File: src/chd_pkg.sv
`timescale 1ns / 1ps
`default_nettype none
// ----------------------------------------------------------------------------
// chd_pkg
// shared types and constants for the single chunk decoder
// ----------------------------------------------------------------------------
package chd_pkg;

  localparam int LEN_BITS = 32;

  localparam logic [1:0] KIND_DATA    = 2'd0;
  localparam logic [1:0] KIND_OK      = 2'd1;
  localparam logic [1:0] KIND_BADCHAR = 2'd2;
  localparam logic [1:0] KIND_LENGTH  = 2'd3;

  localparam logic [7:0] CH_CR = 8'h0d;
  localparam logic [7:0] CH_LF = 8'h0a;

  typedef struct packed {
    logic [7:0] in_byte;
    logic       in_last;
  } chd_in_t;

  typedef struct packed {
    logic [1:0] out_kind;
    logic [7:0] out_byte;
  } chd_out_t;

endpackage
`default_nettype wire

File: src/chunked_http_single_chunk_decoder.sv
`timescale 1ns / 1ps
`default_nettype none
// ----------------------------------------------------------------------------
// chunked_http_single_chunk_decoder
// decodes a message holding one chunk: hex length, CR LF, payload, CR LF
// ----------------------------------------------------------------------------
// usage:
//   in channel (in_valid/in_ready/in_data) takes one message byte per beat,
//   in_last set on the final byte of the message
//   out channel (out_valid/out_ready/out_data) gives zero or one result per
//   input beat: a payload byte, a message ok, or an error kind
//   a result is registered and appears in the cycle after the beat that causes it
//   throughput: one beat per cycle unless the receiver stalls, set by the single
//   parse stage that updates the phase, length and result registers together
//   in_ready is high while the result register is empty or being taken, so a
//   stalled receiver holds the pending result and stops input after it
//   after an error, bytes are dropped silently up to the final byte
//   reset (rst_n low, synchronous) returns to the hex length phase with a
//   zero length and an empty result register
// ----------------------------------------------------------------------------
module chunked_http_single_chunk_decoder
  import chd_pkg::*;
(
  input  wire logic     clk,
  input  wire logic     rst_n,
  input  wire logic     in_valid,
  output logic          in_ready,
  input  wire chd_in_t  in_data,
  output logic          out_valid,
  input  wire logic     out_ready,
  output chd_out_t      out_data
);

  localparam logic [2:0] PH_HEX     = 3'd0;
  localparam logic [2:0] PH_LEN_LF  = 3'd1;
  localparam logic [2:0] PH_DATA    = 3'd2;
  localparam logic [2:0] PH_END_CR  = 3'd3;
  localparam logic [2:0] PH_END_LF  = 3'd4;
  localparam logic [2:0] PH_DISCARD = 3'd5;

  logic [2:0]          phase_r, phase_nxt;
  logic [LEN_BITS-1:0] remaining_r, remaining_nxt;
  logic                out_valid_r, out_valid_nxt;
  chd_out_t            out_data_r, out_data_nxt;

  logic                in_acc;
  logic                is_hex;
  logic [3:0]          hex_val;
  logic                emit;
  logic [1:0]          emit_kind;
  logic                fail;
  logic [7:0]          b;
  logic                last;

  assign in_ready = !out_valid_r || out_ready;
  assign in_acc   = in_valid && in_ready;
  assign b        = in_data.in_byte;
  assign last     = in_data.in_last;

  always_comb begin
    is_hex  = 1'b1;
    hex_val = 4'd0;
    if (b >= 8'h30 && b <= 8'h39) begin
      hex_val = 4'(b - 8'h30);
    end else if (b >= 8'h61 && b <= 8'h66) begin
      hex_val = 4'(b - 8'h57);
    end else if (b >= 8'h41 && b <= 8'h46) begin
      hex_val = 4'(b - 8'h37);
    end else begin
      is_hex = 1'b0;
    end
  end

  always_comb begin
    phase_nxt     = phase_r;
    remaining_nxt = remaining_r;
    emit          = 1'b0;
    emit_kind     = KIND_DATA;
    fail          = 1'b0;
    unique case (phase_r)
      PH_HEX: begin
        if (is_hex) begin
          if (remaining_r[LEN_BITS-1 -: 4] != 4'd0 || last) begin
            fail = 1'b1; emit_kind = KIND_LENGTH;
          end else begin
            remaining_nxt = {remaining_r[LEN_BITS-5:0], hex_val};
          end
        end else if (b != CH_CR) begin
          fail = 1'b1; emit_kind = KIND_BADCHAR;
        end else if (last) begin
          fail = 1'b1; emit_kind = KIND_LENGTH;
        end else begin
          phase_nxt = PH_LEN_LF;
        end
      end
      PH_LEN_LF: begin
        if (b != CH_LF) begin
          fail = 1'b1; emit_kind = KIND_BADCHAR;
        end else if (last) begin
          fail = 1'b1; emit_kind = KIND_LENGTH;
        end else begin
          phase_nxt = (remaining_r == '0) ? PH_END_CR : PH_DATA;
        end
      end
      PH_DATA: begin
        if (last) begin
          fail = 1'b1; emit_kind = KIND_LENGTH;
        end else begin
          emit          = 1'b1;
          emit_kind     = KIND_DATA;
          remaining_nxt = remaining_r - LEN_BITS'(1);
          if (remaining_r == LEN_BITS'(1)) phase_nxt = PH_END_CR;
        end
      end
      PH_END_CR: begin
        if (b != CH_CR) begin
          fail = 1'b1; emit_kind = KIND_BADCHAR;
        end else if (last) begin
          fail = 1'b1; emit_kind = KIND_LENGTH;
        end else begin
          phase_nxt = PH_END_LF;
        end
      end
      PH_END_LF: begin
        if (b != CH_LF) begin
          fail = 1'b1; emit_kind = KIND_BADCHAR;
        end else if (!last) begin
          fail = 1'b1; emit_kind = KIND_LENGTH;
        end else begin
          emit          = 1'b1;
          emit_kind     = KIND_OK;
          phase_nxt     = PH_HEX;
          remaining_nxt = '0;
        end
      end
      default: begin
        if (last) begin
          phase_nxt     = PH_HEX;
          remaining_nxt = '0;
        end
      end
    endcase
    if (fail) begin
      emit = 1'b1;
      if (last) begin
        phase_nxt     = PH_HEX;
        remaining_nxt = '0;
      end else begin
        phase_nxt = PH_DISCARD;
      end
    end
  end

  always_comb begin
    out_valid_nxt = out_valid_r;
    out_data_nxt  = out_data_r;
    if (out_valid_r && out_ready) out_valid_nxt = 1'b0;
    if (in_acc && emit) begin
      out_valid_nxt         = 1'b1;
      out_data_nxt.out_kind = emit_kind;
      out_data_nxt.out_byte = (emit_kind == KIND_DATA) ? b : 8'h00;
    end
  end

  always_ff @(posedge clk) begin
    if (!rst_n) begin
      phase_r     <= PH_HEX;
      remaining_r <= '0;
      out_valid_r <= 1'b0;
    end else begin
      out_valid_r <= out_valid_nxt;
      if (in_acc) begin
        phase_r     <= phase_nxt;
        remaining_r <= remaining_nxt;
      end
    end
  end

  always_ff @(posedge clk) begin
    out_data_r <= out_data_nxt;
  end

  assign out_valid = out_valid_r;
  assign out_data  = out_data_r;

  a_stall_blocks_input: assert property (@(posedge clk) disable iff (!rst_n)
    (out_valid_r && !out_ready) |-> !in_ready)
    else $error("input taken while result stalled");

  a_data_len_nonzero: assert property (@(posedge clk) disable iff (!rst_n)
    (phase_r == PH_DATA) |-> (remaining_r != '0))
    else $error("payload phase with zero length left");

  a_byte_zero_off_data: assert property (@(posedge clk) disable iff (!rst_n)
    (out_valid_r && out_data_r.out_kind != KIND_DATA) |-> (out_data_r.out_byte == 8'h00))
    else $error("nonzero byte on status result");

  a_payload_emitted: assert property (@(posedge clk) disable iff (!rst_n)
    (in_acc && phase_r == PH_DATA && !last) |=>
      (out_valid_r && out_data_r.out_kind == KIND_DATA && out_data_r.out_byte == $past(b)))
    else $error("payload beat not forwarded");

endmodule
`default_nettype wire
File: config.mk
export PLATFORM = sky130hd
export DESIGN_NAME = chunked_http_single_chunk_decoder
export DESIGN_NICKNAME = d
export VERILOG_FILES = /design/src/chd_pkg.sv /design/src/chunked_http_single_chunk_decoder.sv
export SDC_FILE = /design/constraint.sdc
export NUM_CORES = 1
export LEC_CHECK = 0
export BUFFER_PORTS_ARGS = -buffer_cell sky130_fd_sc_hd__clkbuf_2
export CAP_MARGIN = 20
export CORE_ASPECT_RATIO = 0.9
export CORE_UTILIZATION = 35
export CTS_CLUSTER_SIZE = 14
export DETAILED_ROUTE_END_ITERATION = 12
export PLACE_DENSITY_LB_ADDON = 0.25
export SETUP_SLACK_MARGIN = 0.1
export SLEW_MARGIN = 10
export SYNTH_ARGS = -nofsm -noshare
export SYNTH_HDL_FRONTEND = slang
export SYNTH_SLANG_ARGS = --single-unit
File: constraint.sdc
create_clock -name clk -period 5.42 [get_ports clk]
set_input_delay 0 -clock clk [delete_from_list [all_inputs] [get_ports clk]]
set_output_delay 0 -clock clk [all_outputs]
set_load 0.01 [all_outputs]
==> reports/qor.log <==
qor: timing.relSlewSlack 32.7%
qor: die.initial_utilization 36.4%
qor: critical_path.critical_path.endpoint_type flip-flop
qor: yosys.synth_cells 443
qor: timing.skew 0.0121 ns
qor: place.postPlaceCellArea 3540 sq um
qor: yosys.synth_common_cells sky130_fd_sc_hd__nand2_1, sky130_fd_sc_hd__o21ai_0, sky130_fd_sc_hd__dfxtp_1, sky130_fd_sc_hd__a21oi_1, sky130_fd_sc_hd__nor2_1
qor: status.outcome complete, no violations
qor: die.area_of_the_die 10000 sq um
qor: critical_path.regToRegSetupSlack 2.23 ns
qor: clock_network.cts_root_buf sky130_fd_sc_hd__clkbuf_8
qor: power.power.switching_fraction 33.1%
qor: power.leakage 1.33 nW
qor: timing.final_cycle_utilization_of_the_critical_path 58.9%
qor: yosys.post_synthesis_sequential_area_ratio 30.3%
qor: yosys.netlist-cell-type-count 63
qor: die.dieHeight 95.1 um
qor: global_route.maximum_number_of_pins_on_one_net_before_global_route_repair 26
qor: clock_network.cts.sinks 46
qor: timing.rsz0062_at_grt no
qor: global_route.first_global_vias 3260
qor: critical_path.timing_worst_setup_path_type flip-flop to flip-flop
qor: place.place.gp.congestion 0.849
qor: power.power.clock.fraction 27.7%
qor: global_route.top_usage_layer met2
qor: power.combinationalPowerShare 24.5%
qor: critical_path.timing.critical_path.required 5.64 ns
qor: timing.setup_violations 0
qor: die.die_x 105 um
qor: clock_network.cts_buffers 5
qor: clock_network.clk_pin_slew_worst_paths 0.09 ns
qor: timing.tightest_slew 1.01 ns
qor: yosys.synth_enable_flop_cells 10
qor: yosys.netlist_top_cells_area sky130_fd_sc_hd__dfxtp_1, sky130_fd_sc_hd__edfxtp_1, sky130_fd_sc_hd__nand2_1
qor: global_route.use_met1 30.4%
qor: critical_path.r2r-start phase_r[1]
qor: timing.period_minus_slack 3.19 ns
qor: routing.drt.antenna.violating_nets 0
qor: routing.detailedRoute.firstPassIterationCount 4
qor: critical_path.worst-endpoint-arrival 3.42 ns
qor: timing.final.setup.worst_slack 2.23 ns
qor: clock_network.insertion_delay 0.30 ns
qor: yosys.synthArstFlopShare 0%
qor: job.max_cap_violations 0
qor: power.irDropWorstVdd 0.0000948 V
qor: yosys.ys_ff_latch 46
qor: timing.report.final.slew_viol_count 0
qor: timing.fin_worst_hold_slack 0.0266 ns
qor: power.pwr-share-seq 47.9%
qor: clock_network.post_cts_buffers 0
qor: yosys.synth.avg_cell_area 7.61 sq um
qor: critical_path.critical_path.reg2reg.endpoint remaining_r[25]
qor: clock_network.cts.path.max_buffers 2
qor: cells_and_area.final_net_count 466
qor: die.core 9250 sq um
qor: global_route.met3_track_utilization_from_global_routing 3.28%
qor: routing.mean_number_of_vias_per_cell 6.08
qor: cells_and_area.multi_input_area 2180 sq um
qor: global_route.grt_antenna_before_repair 0
qor: hold_path.timing.hold.worst.start in_data[6]
qor: timing.fmaxAchievable 0.313 GHz
qor: global_route.globalRouteMet2Util 34.2%
qor: yosys.ys_dominant_reg_cell sky130_fd_sc_hd__dfxtp_1
qor: hold_path.min_delay_path_depth 2
qor: die.row_count 33
qor: power.power-per-cell-area 221 nW/um^2
qor: place.placement.io_buffers 24
qor: routing.post_drt_wl_per_cell 17.8 um
qor: yosys.synthMostInstantiatedCell sky130_fd_sc_hd__nand2_1
qor: timing.finalSetupTns 0 ns
qor: yosys.mappedNetlistArea 3370 sq um
qor: hold_path.hold_removal_path_class input port to flip-flop
qor: cells_and_area.share_of_final_layout_standard_cells_stronger_than_drive_strength_1 10.1%
qor: cells_and_area.num-fill-cells 985
qor: routing.route.final.wire_length 10100 um
qor: cells_and_area.regArea 1020 sq um
qor: power.total_power 0.000802 W
qor: clock_network.post_cts_resize_count 0
qor: routing.detail_route.drc_violations 0
qor: clock_network.tritoncts yes
qor: critical_path.worstSetupStartpointType flip-flop
qor: yosys.yosysTopAreaCellShare 21.4%
qor: global_route.grt_pass1_wl 17100 um
qor: critical_path.cp_max_fo 25
qor: power.switchingPower 0.000265 W
qor: yosys.synth_nets 463
qor: cells_and_area.diodes_inserted 0
qor: global_route.track_usage 21.5%
qor: critical_path.reg2reg_depth 6
qor: power.p_int 0.000536 W
qor: yosys.synthDominantAreaCellType sky130_fd_sc_hd__dfxtp_1
qor: die.io-pin-count 25
qor: yosys.yosys_warnings 0
qor: global_route.grt_overflow 0
qor: place.pre_cts_ws 2.28 ns
qor: cells_and_area.post-route-cell-area 3630 sq um
qor: timing.number_of_hold_violations_in_the_final_report 0
qor: cells_and_area.area.growth.synth_to_final 7.65%
qor: routing.dr.first_iter.drc_count 272
qor: clock_network.post_cts_hold_buffers 0
qor: clock_network.clock_tree.htree_level_count 2
qor: routing.total_via_count_after_detailed_routing 3453
qor: hold_path.hold_end out_data[5]
qor: place.dpl_hpwl 7110 um
## worst max-delay path by stage
stage	from	endpoint	slack (ns)	cells past startpoint
2_1_floorplan	remaining_r[11]	remaining_r[27]	2.96	8
3_3_place_gp	phase_r[0]	remaining_r[19]	2.12	5
3_5_place_dp	phase_r[1]	remaining_r[25]	2.28	6
4_1_cts	phase_r[1]	remaining_r[25]	2.24	6
5_1_grt	phase_r[1]	remaining_r[25]	2.04	6
6_report	phase_r[1]	remaining_r[25]	2.23	6
## state kept, by name, indices dropped and copies added, names as in the netlist
register / flops
out_data: 10
out_valid: 1
phase_r: 3
remaining_r: 32
## stage by stage
stage                     cells  utilization (%)
after floorplan             443                -
after global placement      561             38.2
after detailed placement    561             38.3
after CTS                   568             39.2
after global routing        568             39.2
final                       568             39.2
## final cells by class
class | count | area share, %
clock buffer | 7 | 2.38
sequential | 46 | 28.1
timing repair buffer | 27 | 3.93
multi-input combinational | 355 | 60.2
tap | 122 | 4.21
inverter | 11 | 1.14
## worst max-delay path, cell delays in order, from the launching register on
cell and delay [ns]:
sky130_fd_sc_hd__dfxtp_1 0.77, sky130_fd_sc_hd__nor2b_1 0.59, sky130_fd_sc_hd__nand2_1 0.70, sky130_fd_sc_hd__or4_1 0.69
sky130_fd_sc_hd__o211ai_1 0.12, sky130_fd_sc_hd__a211oi_1 0.07, sky130_fd_sc_hd__nor3_1 0.17
## routing by layer
layer,wire length [um],up-vias
met2,4530,129
met1,4880,1660
li1,-,1655
met4,79,0
met3,645,9
met5,0,-
## power groups by stage
| stage | registers [W] | clock network, W | logic, W |
|---|---|---|---|
| 5_1_grt | 0.000386 | 0.000243 | 0.000216 |
| 6_report | 0.000384 | 0.000222 | 0.000196 |
| 3_5_place_dp | 0.000392 | 0 | 0.000193 |
| 2_1_floorplan | 0.000389 | 0 | 0.000137 |
| 3_3_place_gp | 0.000391 | 0 | 0.000192 |
| 4_1_cts | 0.000384 | 0.000230 | 0.000194 |
## logic make-up after synthesis
logic type / Yosys count / synth area share (%)
simple gates: 181 / 27.9
compound gates: 151 / 29.7
flops: 46 / 30.3
buf+inv: 42 / 5.24
xor+xnor: 14 / 3.64
fa+ha+maj: 7 / 2.60
mux: 2 / 0.594
## placed cells by master, fill, tap and decap left out, drive strengths merged, types with 3 or more instances in the layout
| master | n |
|---|---|
| a211oi | 5 |
| a21boi | 4 |
| a21o | 5 |
| a21oi | 33 |
| a221o | 5 |
| a221oi | 8 |
| a22oi | 5 |
| a31oi | 4 |
| and2 | 11 |
| and3 | 3 |
| buf | 3 |
| clkbuf | 31 |
| dfxtp | 36 |
| edfxtp | 10 |
| ha | 7 |
| inv | 11 |
| nand2 | 57 |
| nand2b | 4 |
| nand3 | 13 |
| nand4 | 3 |
| nor2 | 31 |
| nor2b | 3 |
| nor3 | 25 |
| nor3b | 8 |
| nor4 | 5 |
| o211ai | 6 |
| o21ai | 43 |
| o22ai | 5 |
| o31ai | 6 |
| o41ai | 5 |
| or3 | 5 |
| or4 | 7 |
| xnor2 | 6 |
| xor2 | 8 |
Note: power is estimated with default switching activity, not from simulation.
